==> src/sv/ptpox_pkg.sv <==
// Shared types and constants of the two-point order crossover unit.
`timescale 1ns / 1ps

package ptpox_pkg;

  // Sizes of the permutation stores and fields
  localparam int MAX_GENES   = 64;
  localparam int MIN_CUT_GAP = 3;
  localparam int POS_W       = 6;
  localparam int GENE_W      = 6;
  localparam int LEN_W       = 7;
  localparam int STATUS_W    = 2;
  localparam int MASK_W      = 2 ** GENE_W;

  // Queue between front and back
  localparam int QUEUE_DEPTH = 2;
  localparam int QPTR_W      = $clog2(QUEUE_DEPTH);
  localparam int QCNT_W      = $clog2(QUEUE_DEPTH + 1);

  // Result status codes
  localparam logic [STATUS_W-1:0] STATUS_OK     = 2'd0;
  localparam logic [STATUS_W-1:0] STATUS_CLOSE  = 2'd1;
  localparam logic [STATUS_W-1:0] STATUS_BEYOND = 2'd2;

  // Request type codes
  localparam logic REQ_LOAD  = 1'b0;
  localparam logic REQ_CROSS = 1'b1;

  // Class of a queued item
  typedef enum logic [1:0] {
    KIND_LOAD   = 2'd0,
    KIND_REJECT = 2'd1,
    KIND_CROSS  = 2'd2
  } kind_e;

  // One classified item as it travels from front to back
  typedef struct packed {
    kind_e                kind;
    logic [POS_W-1:0]     position;
    logic [GENE_W-1:0]    gene_a;
    logic [GENE_W-1:0]    gene_b;
    logic [POS_W-1:0]     lo;
    logic [POS_W-1:0]     hi;
    logic [LEN_W-1:0]     len;
    logic [STATUS_W-1:0]  status;
  } item_t;

endpackage

==> src/sv/ptpox_if.sv <==
// Handshake channels of the two-point order crossover unit.
`timescale 1ns / 1ps

// Request channel: loads and crossover commands
interface ptpox_req_if;
  logic                                valid;
  logic                                ready;
  logic                                req_type;
  logic [ptpox_pkg::POS_W-1:0]         position;
  logic [ptpox_pkg::GENE_W-1:0]        gene_a;
  logic [ptpox_pkg::GENE_W-1:0]        gene_b;
  logic [ptpox_pkg::POS_W-1:0]         cut_a;
  logic [ptpox_pkg::POS_W-1:0]         cut_b;

  modport source (output valid, req_type, position, gene_a, gene_b, cut_a, cut_b,
                  input ready);
  modport sink (input valid, req_type, position, gene_a, gene_b, cut_a, cut_b,
                output ready);
endinterface

// Result channel: one beat per child position, or one beat for a rejected crossover
interface ptpox_res_if;
  logic                                valid;
  logic                                ready;
  logic [ptpox_pkg::POS_W-1:0]         out_position;
  logic [ptpox_pkg::GENE_W-1:0]        child_a_gene;
  logic [ptpox_pkg::GENE_W-1:0]        child_b_gene;
  logic [ptpox_pkg::STATUS_W-1:0]      status;
  logic                                changed;
  logic                                last;

  modport source (output valid, out_position, child_a_gene, child_b_gene, status,
                  changed, last, input ready);
  modport sink (input valid, out_position, child_a_gene, child_b_gene, status,
                changed, last, output ready);
endinterface

// Configuration write channel
interface ptpox_cfg_if;
  logic                                valid;
  logic                                ready;
  logic [ptpox_pkg::LEN_W-1:0]         length_in_use;

  modport source (output valid, length_in_use, input ready);
  modport sink (input valid, length_in_use, output ready);
endinterface

==> src/sv/permutation_two_point_order_crossover_unit.sv <==
// Top level of the two-point order crossover unit: front, queue and back.
// A crossover over L genes first marks the kept ends of each parent, then scans the other
// parent to fill the middle, then gives L results, one per child position.
// A rejected crossover gives a single result; a load gives none.
// Crossovers run one at a time: the back end takes a new item only when idle, and each store has a single read port.
// Reset: asynchronous, active low; length returns to 64, masks and queue clear.
`timescale 1ns / 1ps

module permutation_two_point_order_crossover_unit (
  input  logic        clk_i,
  input  logic        rst_ni,
  ptpox_req_if.sink   req_i,
  ptpox_cfg_if.sink   cfg_i,
  ptpox_res_if.source res_o
);

  logic              push_valid;
  logic              push_ready;
  ptpox_pkg::item_t  push_item;
  logic              pop_valid;
  logic              pop_ready;
  ptpox_pkg::item_t  pop_item;

  // Classify request beats
  ptpox_front u_front (
    .clk_i        (clk_i),
    .rst_ni       (rst_ni),
    .req_i        (req_i),
    .cfg_i        (cfg_i),
    .push_valid_o (push_valid),
    .push_ready_i (push_ready),
    .push_item_o  (push_item)
  );

  // Decouple front and back
  ptpox_queue u_queue (
    .clk_i        (clk_i),
    .rst_ni       (rst_ni),
    .push_valid_i (push_valid),
    .push_ready_o (push_ready),
    .push_item_i  (push_item),
    .pop_valid_o  (pop_valid),
    .pop_ready_i  (pop_ready),
    .pop_item_o   (pop_item)
  );

  // Execute loads and crossovers
  ptpox_back u_back (
    .clk_i       (clk_i),
    .rst_ni      (rst_ni),
    .pop_valid_i (pop_valid),
    .pop_ready_o (pop_ready),
    .pop_item_i  (pop_item),
    .res_o       (res_o)
  );

endmodule

==> src/sv/ptpox_front.sv <==
// Front end: length register, request classification and cut sorting.
`timescale 1ns / 1ps

module ptpox_front (
  input  logic               clk_i,
  input  logic               rst_ni,
  ptpox_req_if.sink          req_i,
  ptpox_cfg_if.sink          cfg_i,
  output logic               push_valid_o,
  input  logic               push_ready_i,
  output ptpox_pkg::item_t   push_item_o
);

  logic [ptpox_pkg::LEN_W-1:0]  length_q;
  logic [ptpox_pkg::LEN_W-1:0]  length_d;
  logic [ptpox_pkg::LEN_W-1:0]  len_eff;
  logic [ptpox_pkg::POS_W-1:0]  lo;
  logic [ptpox_pkg::POS_W-1:0]  hi;
  logic [ptpox_pkg::POS_W-1:0]  gap;
  logic                         beyond;
  logic                         close;

  // Take a length write on every beat
  assign cfg_i.ready = 1'b1;

  always_comb begin
    length_d = length_q;
    if (cfg_i.valid) begin
      length_d = cfg_i.length_in_use;
    end
  end

  always_ff @(posedge clk_i or negedge rst_ni) begin
    if (!rst_ni) begin
      length_q <= ptpox_pkg::LEN_W'(ptpox_pkg::MAX_GENES);
    end else begin
      length_q <= length_d;
    end
  end

  // Saturate the length to the store depth
  assign len_eff = (length_q > ptpox_pkg::LEN_W'(ptpox_pkg::MAX_GENES)) ?
                   ptpox_pkg::LEN_W'(ptpox_pkg::MAX_GENES) : length_q;

  // Sort the cuts and check them against the length and the minimum gap
  assign lo     = (req_i.cut_a < req_i.cut_b) ? req_i.cut_a : req_i.cut_b;
  assign hi     = (req_i.cut_a < req_i.cut_b) ? req_i.cut_b : req_i.cut_a;
  assign gap    = hi - lo;
  assign beyond = ({1'b0, hi} >= len_eff);
  assign close  = (gap < ptpox_pkg::POS_W'(ptpox_pkg::MIN_CUT_GAP));

  // Build the queued item
  always_comb begin
    push_item_o.position = req_i.position;
    push_item_o.gene_a   = req_i.gene_a;
    push_item_o.gene_b   = req_i.gene_b;
    push_item_o.lo       = lo;
    push_item_o.hi       = hi;
    push_item_o.len      = len_eff;
    if (req_i.req_type == ptpox_pkg::REQ_LOAD) begin
      push_item_o.kind   = ptpox_pkg::KIND_LOAD;
      push_item_o.status = ptpox_pkg::STATUS_OK;
    end else if (beyond) begin
      push_item_o.kind   = ptpox_pkg::KIND_REJECT;
      push_item_o.status = ptpox_pkg::STATUS_BEYOND;
    end else if (close) begin
      push_item_o.kind   = ptpox_pkg::KIND_REJECT;
      push_item_o.status = ptpox_pkg::STATUS_CLOSE;
    end else begin
      push_item_o.kind   = ptpox_pkg::KIND_CROSS;
      push_item_o.status = ptpox_pkg::STATUS_OK;
    end
  end

  assign push_valid_o = req_i.valid;
  assign req_i.ready  = push_ready_i;

endmodule

==> src/sv/ptpox_queue.sv <==
// Short queue of classified items between front and back.
`timescale 1ns / 1ps

module ptpox_queue (
  input  logic               clk_i,
  input  logic               rst_ni,
  input  logic               push_valid_i,
  output logic               push_ready_o,
  input  ptpox_pkg::item_t   push_item_i,
  output logic               pop_valid_o,
  input  logic               pop_ready_i,
  output ptpox_pkg::item_t   pop_item_o
);

  ptpox_pkg::item_t               entry_q [ptpox_pkg::QUEUE_DEPTH];
  logic [ptpox_pkg::QPTR_W-1:0]   wr_ptr_q, wr_ptr_d;
  logic [ptpox_pkg::QPTR_W-1:0]   rd_ptr_q, rd_ptr_d;
  logic [ptpox_pkg::QCNT_W-1:0]   count_q, count_d;
  logic                           push;
  logic                           pop;

  assign push_ready_o = (count_q != ptpox_pkg::QCNT_W'(ptpox_pkg::QUEUE_DEPTH));
  assign pop_valid_o  = (count_q != '0);
  assign pop_item_o   = entry_q[rd_ptr_q];
  assign push         = push_valid_i && push_ready_o;
  assign pop          = pop_valid_o && pop_ready_i;

  // Advance pointers with wrap at the queue depth
  always_comb begin
    wr_ptr_d = wr_ptr_q;
    rd_ptr_d = rd_ptr_q;
    count_d  = count_q;
    if (push) begin
      wr_ptr_d = (wr_ptr_q == ptpox_pkg::QPTR_W'(ptpox_pkg::QUEUE_DEPTH - 1)) ?
                 '0 : wr_ptr_q + 1'b1;
    end
    if (pop) begin
      rd_ptr_d = (rd_ptr_q == ptpox_pkg::QPTR_W'(ptpox_pkg::QUEUE_DEPTH - 1)) ?
                 '0 : rd_ptr_q + 1'b1;
    end
    if (push && !pop) begin
      count_d = count_q + 1'b1;
    end else if (pop && !push) begin
      count_d = count_q - 1'b1;
    end
  end

  always_ff @(posedge clk_i or negedge rst_ni) begin
    if (!rst_ni) begin
      wr_ptr_q <= '0;
      rd_ptr_q <= '0;
      count_q  <= '0;
    end else begin
      wr_ptr_q <= wr_ptr_d;
      rd_ptr_q <= rd_ptr_d;
      count_q  <= count_d;
    end
  end

  // Store the incoming beat
  always_ff @(posedge clk_i) begin
    if (push) begin
      entry_q[wr_ptr_q] <= push_item_i;
    end
  end

endmodule

==> src/sv/ptpox_back.sv <==
// Back end: parent and child stores, taken masks, crossover sequencer, result register.
`timescale 1ns / 1ps

module ptpox_back (
  input  logic               clk_i,
  input  logic               rst_ni,
  input  logic               pop_valid_i,
  output logic               pop_ready_o,
  input  ptpox_pkg::item_t   pop_item_i,
  ptpox_res_if.source        res_o
);

  typedef enum logic [3:0] {
    ST_IDLE = 4'b0001,
    ST_MARK = 4'b0010,
    ST_FILL = 4'b0100,
    ST_EMIT = 4'b1000
  } state_e;

  localparam int PW = ptpox_pkg::POS_W;
  localparam int GW = ptpox_pkg::GENE_W;
  localparam int LW = ptpox_pkg::LEN_W;

  state_e                state_q, state_d;
  logic [LW-1:0]         cnt_q, cnt_d;
  logic [LW-1:0]         len_q, len_d;
  logic [PW-1:0]         lo_q, lo_d;
  logic [PW-1:0]         hi_q, hi_d;
  logic [PW-1:0]         fa_q, fa_d;
  logic [PW-1:0]         fb_q, fb_d;
  logic [ptpox_pkg::MASK_W-1:0] taken_a_q, taken_a_d;
  logic [ptpox_pkg::MASK_W-1:0] taken_b_q, taken_b_d;
  logic                  rd_vld_q, rd_vld_d;
  logic [PW-1:0]         rd_idx_q, rd_idx_d;
  logic                  chg_q, chg_d;
  logic                  out_vld_q, out_vld_d;

  // Stores and their registered read data
  logic [GW-1:0]         pa_mem [ptpox_pkg::MAX_GENES];
  logic [GW-1:0]         pb_mem [ptpox_pkg::MAX_GENES];
  logic [GW-1:0]         ca_mem [ptpox_pkg::MAX_GENES];
  logic [GW-1:0]         cb_mem [ptpox_pkg::MAX_GENES];
  logic [GW-1:0]         pa_rd_q, pb_rd_q, ca_rd_q, cb_rd_q;

  // Result register
  logic [PW-1:0]                    res_pos_q, res_pos_d;
  logic [GW-1:0]                    res_ca_q, res_ca_d;
  logic [GW-1:0]                    res_cb_q, res_cb_d;
  logic [ptpox_pkg::STATUS_W-1:0]   res_status_q, res_status_d;
  logic                             res_chg_q, res_chg_d;
  logic                             res_last_q, res_last_d;

  logic                  take;
  logic                  adv;
  logic                  issue;
  logic                  load_wr;
  logic                  fill_wr_a;
  logic                  fill_wr_b;
  logic                  keep;
  logic                  mid;
  logic [GW-1:0]         emit_ca;
  logic [GW-1:0]         emit_cb;
  logic                  diff;
  logic                  is_last;
  logic                  phase_end;

  // Result slot is free when empty or being drained this cycle
  assign take = !out_vld_q || res_o.ready;
  // Read stage moves on unless a result waits on a full slot
  assign adv   = (state_q != ST_EMIT) || !rd_vld_q || take;
  assign issue = (state_q != ST_IDLE) && (cnt_q < len_q) && adv;

  // Position classes of the entry in the read stage
  assign keep    = (rd_idx_q <= lo_q) || (rd_idx_q >= hi_q);
  assign mid     = (rd_idx_q > lo_q) && (rd_idx_q < hi_q);
  assign emit_ca = (mid && (rd_idx_q < fa_q)) ? ca_rd_q : pa_rd_q;
  assign emit_cb = (mid && (rd_idx_q < fb_q)) ? cb_rd_q : pb_rd_q;
  assign diff    = (emit_ca != pa_rd_q) || (emit_cb != pb_rd_q);
  assign is_last = ({1'b0, rd_idx_q} == (len_q - 1'b1));

  // Fill only genes not taken, until the middle is full
  assign fill_wr_a = (state_q == ST_FILL) && rd_vld_q && !taken_a_q[pb_rd_q] &&
                     (fa_q < hi_q);
  assign fill_wr_b = (state_q == ST_FILL) && rd_vld_q && !taken_b_q[pa_rd_q] &&
                     (fb_q < hi_q);

  assign load_wr   = (state_q == ST_IDLE) && pop_valid_i &&
                     (pop_item_i.kind == ptpox_pkg::KIND_LOAD) &&
                     ({1'b0, pop_item_i.position} < LW'(ptpox_pkg::MAX_GENES));
  assign phase_end = (cnt_q == len_q) && rd_vld_q;

  // Sequencer
  always_comb begin
    state_d      = state_q;
    cnt_d        = cnt_q;
    len_d        = len_q;
    lo_d         = lo_q;
    hi_d         = hi_q;
    fa_d         = fa_q;
    fb_d         = fb_q;
    taken_a_d    = taken_a_q;
    taken_b_d    = taken_b_q;
    rd_vld_d     = rd_vld_q;
    rd_idx_d     = rd_idx_q;
    chg_d        = chg_q;
    out_vld_d    = out_vld_q && !res_o.ready;
    res_pos_d    = res_pos_q;
    res_ca_d     = res_ca_q;
    res_cb_d     = res_cb_q;
    res_status_d = res_status_q;
    res_chg_d    = res_chg_q;
    res_last_d   = res_last_q;
    pop_ready_o  = 1'b0;

    // Advance the read stage
    if (adv && (state_q != ST_IDLE)) begin
      rd_vld_d = issue;
      rd_idx_d = cnt_q[PW-1:0];
      if (issue) begin
        cnt_d = cnt_q + 1'b1;
      end
    end

    case (state_q)
      ST_IDLE: begin
        if (pop_valid_i) begin
          case (pop_item_i.kind)
            ptpox_pkg::KIND_LOAD: begin
              pop_ready_o = 1'b1;
            end
            ptpox_pkg::KIND_REJECT: begin
              pop_ready_o = take;
              if (take) begin
                out_vld_d    = 1'b1;
                res_pos_d    = '0;
                res_ca_d     = '0;
                res_cb_d     = '0;
                res_status_d = pop_item_i.status;
                res_chg_d    = 1'b0;
                res_last_d   = 1'b1;
              end
            end
            ptpox_pkg::KIND_CROSS: begin
              pop_ready_o = 1'b1;
              len_d       = pop_item_i.len;
              lo_d        = pop_item_i.lo;
              hi_d        = pop_item_i.hi;
              taken_a_d   = '0;
              taken_b_d   = '0;
              cnt_d       = '0;
              rd_vld_d    = 1'b0;
              state_d     = ST_MARK;
            end
            default: begin
              pop_ready_o = 1'b1;
            end
          endcase
        end
      end
      ST_MARK: begin
        // Mark the kept ends of each parent as taken
        if (rd_vld_q && keep) begin
          taken_a_d[pa_rd_q] = 1'b1;
          taken_b_d[pb_rd_q] = 1'b1;
        end
        if (phase_end) begin
          cnt_d    = '0;
          rd_vld_d = 1'b0;
          fa_d     = lo_q + 1'b1;
          fb_d     = lo_q + 1'b1;
          state_d  = ST_FILL;
        end
      end
      ST_FILL: begin
        if (fill_wr_a) begin
          fa_d = fa_q + 1'b1;
        end
        if (fill_wr_b) begin
          fb_d = fb_q + 1'b1;
        end
        if (phase_end) begin
          cnt_d    = '0;
          rd_vld_d = 1'b0;
          chg_d    = 1'b0;
          state_d  = ST_EMIT;
        end
      end
      ST_EMIT: begin
        // Hand one position to the result register
        if (rd_vld_q && take) begin
          out_vld_d    = 1'b1;
          res_pos_d    = rd_idx_q;
          res_ca_d     = emit_ca;
          res_cb_d     = emit_cb;
          res_status_d = ptpox_pkg::STATUS_OK;
          res_chg_d    = is_last && (chg_q || diff);
          res_last_d   = is_last;
          chg_d        = chg_q || diff;
          if (cnt_q == len_q) begin
            state_d = ST_IDLE;
          end
        end
      end
      default: begin
        state_d = ST_IDLE;
      end
    endcase
  end

  always_ff @(posedge clk_i or negedge rst_ni) begin
    if (!rst_ni) begin
      state_q   <= ST_IDLE;
      cnt_q     <= '0;
      len_q     <= '0;
      lo_q      <= '0;
      hi_q      <= '0;
      fa_q      <= '0;
      fb_q      <= '0;
      taken_a_q <= '0;
      taken_b_q <= '0;
      rd_vld_q  <= 1'b0;
      rd_idx_q  <= '0;
      chg_q     <= 1'b0;
      out_vld_q <= 1'b0;
    end else begin
      state_q   <= state_d;
      cnt_q     <= cnt_d;
      len_q     <= len_d;
      lo_q      <= lo_d;
      hi_q      <= hi_d;
      fa_q      <= fa_d;
      fb_q      <= fb_d;
      taken_a_q <= taken_a_d;
      taken_b_q <= taken_b_d;
      rd_vld_q  <= rd_vld_d;
      rd_idx_q  <= rd_idx_d;
      chg_q     <= chg_d;
      out_vld_q <= out_vld_d;
    end
  end

  // Result payload
  always_ff @(posedge clk_i) begin
    res_pos_q    <= res_pos_d;
    res_ca_q     <= res_ca_d;
    res_cb_q     <= res_cb_d;
    res_status_q <= res_status_d;
    res_chg_q    <= res_chg_d;
    res_last_q   <= res_last_d;
  end

  // Parent stores: written by loads, read by the sequencer
  always_ff @(posedge clk_i) begin
    if (load_wr) begin
      pa_mem[pop_item_i.position] <= pop_item_i.gene_a;
      pb_mem[pop_item_i.position] <= pop_item_i.gene_b;
    end
    if (issue) begin
      pa_rd_q <= pa_mem[cnt_q[PW-1:0]];
      pb_rd_q <= pb_mem[cnt_q[PW-1:0]];
    end
  end

  // Child stores: middle genes written during the fill scan
  always_ff @(posedge clk_i) begin
    if (fill_wr_a) begin
      ca_mem[fa_q] <= pb_rd_q;
    end
    if (fill_wr_b) begin
      cb_mem[fb_q] <= pa_rd_q;
    end
    if (issue) begin
      ca_rd_q <= ca_mem[cnt_q[PW-1:0]];
      cb_rd_q <= cb_mem[cnt_q[PW-1:0]];
    end
  end

  assign res_o.valid        = out_vld_q;
  assign res_o.out_position = res_pos_q;
  assign res_o.child_a_gene = res_ca_q;
  assign res_o.child_b_gene = res_cb_q;
  assign res_o.status       = res_status_q;
  assign res_o.changed      = res_chg_q;
  assign res_o.last         = res_last_q;

endmodule

==> src/flat_wrapper.sv <==
// flat-port wrapper written by rule: the top's interface ports become plain ports
module permutation_two_point_order_crossover_unit_flat 
  (clk_i, rst_ni, req_i_valid, req_i_req_type, req_i_position, req_i_gene_a, req_i_gene_b, req_i_cut_a, req_i_cut_b, req_i_ready, cfg_i_valid, cfg_i_length_in_use, cfg_i_ready, res_o_valid, res_o_out_position, res_o_child_a_gene, res_o_child_b_gene, res_o_status, res_o_changed, res_o_last, res_o_ready);
  ptpox_req_if req_i_i ();
  ptpox_cfg_if cfg_i_i ();
  ptpox_res_if res_o_i ();
  input  logic clk_i;
  input  logic rst_ni;
  input wire logic [$bits(req_i_i.valid)-1:0] req_i_valid;
  input wire logic [$bits(req_i_i.req_type)-1:0] req_i_req_type;
  input wire logic [$bits(req_i_i.position)-1:0] req_i_position;
  input wire logic [$bits(req_i_i.gene_a)-1:0] req_i_gene_a;
  input wire logic [$bits(req_i_i.gene_b)-1:0] req_i_gene_b;
  input wire logic [$bits(req_i_i.cut_a)-1:0] req_i_cut_a;
  input wire logic [$bits(req_i_i.cut_b)-1:0] req_i_cut_b;
  output wire logic [$bits(req_i_i.ready)-1:0] req_i_ready;
  input wire logic [$bits(cfg_i_i.valid)-1:0] cfg_i_valid;
  input wire logic [$bits(cfg_i_i.length_in_use)-1:0] cfg_i_length_in_use;
  output wire logic [$bits(cfg_i_i.ready)-1:0] cfg_i_ready;
  output wire logic [$bits(res_o_i.valid)-1:0] res_o_valid;
  output wire logic [$bits(res_o_i.out_position)-1:0] res_o_out_position;
  output wire logic [$bits(res_o_i.child_a_gene)-1:0] res_o_child_a_gene;
  output wire logic [$bits(res_o_i.child_b_gene)-1:0] res_o_child_b_gene;
  output wire logic [$bits(res_o_i.status)-1:0] res_o_status;
  output wire logic [$bits(res_o_i.changed)-1:0] res_o_changed;
  output wire logic [$bits(res_o_i.last)-1:0] res_o_last;
  input wire logic [$bits(res_o_i.ready)-1:0] res_o_ready;
  assign req_i_i.valid = req_i_valid;
  assign req_i_i.req_type = req_i_req_type;
  assign req_i_i.position = req_i_position;
  assign req_i_i.gene_a = req_i_gene_a;
  assign req_i_i.gene_b = req_i_gene_b;
  assign req_i_i.cut_a = req_i_cut_a;
  assign req_i_i.cut_b = req_i_cut_b;
  assign req_i_ready = req_i_i.ready;
  assign cfg_i_i.valid = cfg_i_valid;
  assign cfg_i_i.length_in_use = cfg_i_length_in_use;
  assign cfg_i_ready = cfg_i_i.ready;
  assign res_o_valid = res_o_i.valid;
  assign res_o_out_position = res_o_i.out_position;
  assign res_o_child_a_gene = res_o_i.child_a_gene;
  assign res_o_child_b_gene = res_o_i.child_b_gene;
  assign res_o_status = res_o_i.status;
  assign res_o_changed = res_o_i.changed;
  assign res_o_last = res_o_i.last;
  assign res_o_i.ready = res_o_ready;
  permutation_two_point_order_crossover_unit u_core (.clk_i(clk_i), .rst_ni(rst_ni), .req_i(req_i_i), .cfg_i(cfg_i_i), .res_o(res_o_i));
endmodule
==> config.mk <==
export PLATFORM = sky130hd
export DESIGN_NAME = permutation_two_point_order_crossover_unit_flat
export DESIGN_NICKNAME = d
export VERILOG_FILES = /design/src/sv/ptpox_pkg.sv /design/src/sv/ptpox_if.sv /design/src/sv/permutation_two_point_order_crossover_unit.sv /design/src/sv/ptpox_front.sv /design/src/sv/ptpox_queue.sv /design/src/sv/ptpox_back.sv /design/src/flat_wrapper.sv
export SDC_FILE = /design/constraint.sdc
export NUM_CORES = 2
export LEC_CHECK = 0
export BUFFER_PORTS_ARGS = -buffer_cell sky130_fd_sc_hd__buf_2
export CORE_MARGIN = 2
export CORE_UTILIZATION = 35
export DETAILED_ROUTE_END_ITERATION = 12
export PLACE_DENSITY = 0.51
export SLEW_MARGIN = 10
export SYNTH_ARGS = -nofsm -noshare
export SYNTH_HDL_FRONTEND = slang
export SYNTH_SLANG_ARGS = --single-unit
==> constraint.sdc <==
create_clock -name clk_i -period 3.91 [get_ports clk_i]
set_input_delay 0.5865 -clock clk_i [delete_from_list [all_inputs] [get_ports clk_i]]
set_output_delay 0.5865 -clock clk_i [all_outputs]
set_load 0.01 [all_outputs]
Word level (Yosys, flattened, before mapping). Memories as Yosys holds them, arrays and structs flattened. A register that Yosys moved wholly into a read port is not among the register bits. Cells that the tools add are included.

Add/subtract/negate cells: 10. Multiply operators: 0. Div/mod/pow operators: 0. $lt $le $gt $ge: 17. Equal/unequal tests: 24. Shift operators: 0. Muxes and demuxes: 95. Bitwise operators: 2. Reduce and logical (&&, ||, !) cells: 52.

Operators with widths (number): $mux W64 (4); $pmux W64 S2 (2); $or A64 B64 Y64 (2); $mux W6 (13); $pmux W6 S2 (5); $mux W7 (6); $lt A6 B6 Y1 (6); $mux W1 (36); $logic_and A1 B1 Y1 (24); $mux W4 (6); $mux W2 (11); $ne A2 B2 Y1 const B (10); $add A6 B1 Y6 const B (3); $pmux W4 S4 (1); $lt A6 B7 Y1 const B (2); $pmux W7 S2 (1); $bmux W1 S6 (2); $demux W1 S6 (2); $ge A6 B1 Y1 const B (2); $ne A6 B6 Y1 (2); $reduce_and A3 Y1 (4); $reduce_bool A2 Y1 (6); $pmux W1 S2 (5); $add A7 B1 Y7 const B (1); 31 further kinds (44).

Register bits: 212. Bits in latches: 0. RAM bits: 1618. Memory bits (read-only): 0. Bits of input ports: 43. Word-level logic and storage cells: 228. Memories: 5.

Memory list: u_core.u_back.ca_mem (words 64, width 6, read ports 1, clocked after Yosys merged registers in 1, write ports 1, RTL line ptpox_back.sv:41) `logic [GW-1:0] ca_mem [ptpox_pkg::MAX_GENES];`; u_core.u_back.cb_mem (words 64, width 6, read ports 1, clocked after Yosys merged registers in 1, write ports 1, RTL line ptpox_back.sv:42) `logic [GW-1:0] cb_mem [ptpox_pkg::MAX_GENES];`; u_core.u_back.pa_mem (words 64, width 6, read ports 1, clocked after Yosys merged registers in 1, write ports 1, RTL line ptpox_back.sv:39) `logic [GW-1:0] pa_mem [ptpox_pkg::MAX_GENES];`; u_core.u_back.pb_mem (words 64, width 6, read ports 1, clocked after Yosys merged registers in 1, write ports 1, RTL line ptpox_back.sv:40) `logic [GW-1:0] pb_mem [ptpox_pkg::MAX_GENES];`; u_core.u_queue.entry_q (words 2, width 41, read ports 1, clocked after Yosys merged registers in 0, write ports 1, RTL line ptpox_queue.sv:15) `ptpox_pkg::item_t entry_q [ptpox_pkg::QUEUE_DEPTH];`.

Logic depth before layout (Yosys ltp).
Depth after elaboration: 10. Mapped depth: 17. Mapped depth without buffers: 17.

Hierarchy. Synthesis repeated with hierarchy kept, for this count alone.

Cells, all modules: 3871. Area total of the unflattened synthesis: 74984.4 sq um.

Modules (own cells, without submodules): ptpox_back (times used 1, cells each 3558, area each 70342.5 sq um, sequential area each 51986.1 sq um); ptpox_queue (times used 1, cells each 146, area each 3355.7 sq um, sequential area each 2562.5 sq um); ptpox_front (times used 1, cells each 167, area each 1286.2 sq um, sequential area each 176.4 sq um).

Least setup slack after synthesis. No wires, ideal clock.

Kind: reg2reg. Start point: reg u_core.u_back.pa_rd_q[0] (read register of u_core.u_back.pa_mem). End point: mem u_core.u_back.cb_mem[25][0] (netlist bit) (enable). Library setup time: 350 ps. Arrival: 3415 ps. Required time: 3560 ps. Setup slack: 145 ps. Stages on the path, launching flop included: 11. Buffers on the path: 2. Path through: edfxtp_1 -> buf_2 -> mux4_2 -> mux2_2 -> a221oi_1 -> a31oi_1 -> nand4bb_1 -> buf_4 -> nor2_4 -> nand3_2 -> nor2_1.

Word-level cells in the longest chain between the ends: 7.

Ends and longest elaborated chain: start, declared (RTL line ptpox_back.sv:43) `logic [GW-1:0] pa_rd_q, pb_rd_q, ca_rd_q, cb_rd_q;`; $bmux W1 S6 (RTL line ptpox_back.sv:84) `assign fill_wr_b = (state_q == ST_FILL) && rd_vld_q && !taken_b_q[pa_rd_q] &&`; $mux W1 (implied by the code) (RTL line ptpox_back.sv:84); $logic_not A1 Y1 (RTL line ptpox_back.sv:84); $logic_and A1 B1 Y1 (2 in a row) (RTL line ptpox_back.sv:84); $mux W1 (RTL line ptpox_back.sv:269) `if (fill_wr_b) begin`; $mux W1 (implied by the code) (RTL line ptpox_back.sv:270) `cb_mem[fb_q] <= pa_rd_q;`; end, declared (RTL line ptpox_back.sv:42).

No other way between the ends. The select of a mux whose other input is x is not followed.

Worst setup path after layout.
Start point: reg u_core.u_back.pa_rd_q[0] (read register of u_core.u_back.pa_mem). End point: mem u_core.u_back.cb_mem[32][5] (netlist bit) (enable).

The elaborated chain is that of the path after synthesis.

==> results.toml <==
[die]
initial_utilization = 0.352
pin_count = 68
die_h_um = 468
die_w_um = 468
num_rows = 170
core_area_um2 = 215000
design.die.area_um2 = 219000

[timing]
worst_slack_ps = 88.5
slew_headroom = 0.208
tightest_slew_ps = 1180
finalHoldViolations = 0
finalClockSkew_ps = 44.7
fin_crit_ps = 3820
min_period_over_period = 0.977
max_freq_mhz = 262
setup_viol = 0
final_max_slew_viol_count = 0
grt_setup_unrepaired = "yes"

[place]
post-place-ws_ps = 72.4
hpwl_mm = 123
dpl.cell_count = 7525
gp_congestion = 0.817
place_area_um2 = 81100
io_buffer_count = 66

[setup_path]
worst_setup_path_end_kind = "flip-flop"
path_class = "flip-flop to flip-flop"
critPathLaunch = "u_core.u_back.pa_rd_q[0]"
timing.rr.start = "u_core.u_back.pa_rd_q[0]"
r2r_cells = 8
arrival_ps = 4300
rr_endpoint = "u_core.u_back.cb_mem[32][5]"
critPathRequiredTime_ps = 4390
r2r_slack_ps = 90
worstPathMaxFanout = 8
startpoint_type = "flip-flop"

[clock_tree]
root_buffer = "clkbuf_16"
path_clk_slew_ps = 60
numClockSinks = 1854
clockBufferDepth = 3
postCtsSetupBuffers = 0
cts_tree = "built"
htreeDepth = 4
worstSkewPairLatency_ps = 850
cts_inserted_buffers = 196

[final_layout]
drive_gt1_frac = 0.205
final_cell_mix = "edfxtp_1, nor2_1, mux2i_1, buf_4, a21oi_1"
final_util = 0.408
area_growth_pct = 15.9
finalInstanceArea_um2 = 87600
final_common_cell = "edfxtp_1"
stdcell_count = 7914
nNetsFinal = 5012

[route]
firstDrtPassIters = 7
vias = 41700
detail-route-antenna-nets = 0
drtIter0Drc = 3931
drt-total-wl_mm = 196
wire_per_inst_um = 24.8
drc = 0
drt-vias-per-instance = 5.27

[worst_hold_path]
hold_class = "input pin to flip-flop"
hp-start = "cfg_i_valid"
min_to = "u_core.u_front.length_q[4]"
hold-path-cell-count = 2

[synthesis]
synthTopCellsByArea = "edfxtp_1, mux4_2, dfrtp_1"
yosysUniqueCellTypes = 83
ys_ff_latch = 1854
synth_area_leader_cell = "edfxtp_1"
synth_fp_nets = 4655
synth_top_area_share = 0.662
yosysSeqAreaShare = 0.725
synthFlopType = "edfxtp_1"
ys_warn_count = 0
synth-edff-count = 1664
synth_area_um2 = 75500
syn_avg_cell_area_um2 = 16.6
synth_async_sr_flop_share = 0.102
syn_inst = 4554

[global_routing]
grt_pass1_wl_mm = 291
first_global_vias = 41900
grt_max_degree = 115
antenna_found_initial = 3
track_usage = 0.178
overflow = 0

[flow_run]
cap_violations = 0

[outcome]
status = "completed"

[pwr]
p_total_uw = 41200
power_leakage_uw = 0.0283
power_density_nw_per_um2 = 471
ir_drop_uv = 461
worst max-delay path by stage:
stage / endpoint / slack, ps / cells past startpoint
global placement: u_core.u_queue.entry_q[0][40] / 110 / 15
finish: u_core.u_back.cb_mem[32][5] / 90 / 8
global route: u_core.u_back.cb_mem[32][5] / -120 / 8
detailed placement: u_core.u_queue.entry_q[0][40] / 70 / 15
floorplan: u_core.u_back.cb_mem[25][0] / 140 / 10
CTS: u_core.u_back.cb_mem[42][2] / 70 / 8
synth_stat cells (9+ instances only):
master    number
nor3_1        24
and3_1        15
nor2_1       398
mux2_2       103
o221ai_1     160
edfxtp_1    1664
clkbuf_1     149
nand2_1      223
o32ai_1        9
xor2_1        15
o22ai_1       70
a221oi_1      23
buf_2         67
a211oi_1      55
a21oi_1      263
dfrtp_1      188
ha_1          58
mux4_2       210
a31oi_1       10
inv_1         69
xnor2_1       23
nor3b_1       11
nor2b_1       20
nand2b_1      27
a22o_1        17
a21o_1        19
buf_1         33
o21ai_0      112
nand3_1       29
mux2i_1      364
power by group:
| group | internal (µW) | switching [µW] | total (µW) |
|---|---|---|---|
| combinational | 264 | 949 | 1210 |
| sequential | 22100 | 77.4 | 22200 |
| clock | 10100 | 7760 | 17800 |
| total | 32400 | 8790 | 41200 |
routing by layer:
layer / share of wire / up-vias / GRT usage
li1: - / 18800 / -
met1: 0.46 / 21600 / 0.258
met2: 0.47 / 1072 / 0.281
met3: 0.046 / 247 / 0.0254
met4: 0.024 / 0 / 0.0490
met5: 0 / - / 0
state kept, by name, summed over array words and instances (netlist names), 7 cells and up:
signal / cells
u_core.u_back.pa_mem: 384
u_core.u_back.taken_b_q: 64
u_core.u_back.ca_mem: 384
u_core.u_front.length_q: 7
u_core.u_back.cb_mem: 384
u_core.u_back.cnt_q: 7
u_core.u_back.taken_a_q: 64
u_core.u_queue.entry_q: 82
u_core.u_back.len_q: 7
u_core.u_back.pb_mem: 384
repair_timing:
action,CTS,global route
hold endpoints to repair,139,0
hold buffers,26,0
gates resized for setup,0,13
endpoints found under the setup margin,0,144
critical path, stage by stage (launching register included):
cell       delay (ps)
edfxtp_1          570
mux4_2            550
mux2_2            280
a221oi_1          340
a31oi_1            60
nand4bb_1         440
nor2_4            370
nand2_1           330
nor2_1            540
cell type report:
cell class / count / area (µm²)
fillers: 19200 / 127000
flip-flops and latches: 1854 / 54700
multi-input cells: 2372 / 19500
clock buffers: 245 / 5180
well taps: 2838 / 3550
repair buffers: 418 / 3320
clock inverters: 117 / 970
inverters: 69 / 259
diodes: 1 / 2.50
per-stage QoR:
| stage | TNS, ps | hold slack, ps |
|---|---|---|
| after global routing | -6420 | 96.0 |
| after CTS | 0 | 45.2 |
| after detailed placement | 0 | 481 |
| final | 0 | 126 |
| after global placement | 0 | 469 |
| after floorplan | 0 | 291 |
logic make-up after synthesis:
kind of cell / Yosys count / synth area share
flip-flops: 1854 / 0.725
AND/OR/NAND/NOR: 801 / 0.0470
AO/OA/AOI/OAI: 795 / 0.0694
multiplexers: 679 / 0.127
buffers and inverters: 328 / 0.0181
adder cells (fa/ha/maj): 58 / 0.00961
XOR/XNOR: 38 / 0.00441
other: 1 / 0.0000497
Note: power is estimated with default switching activity, not from simulation.
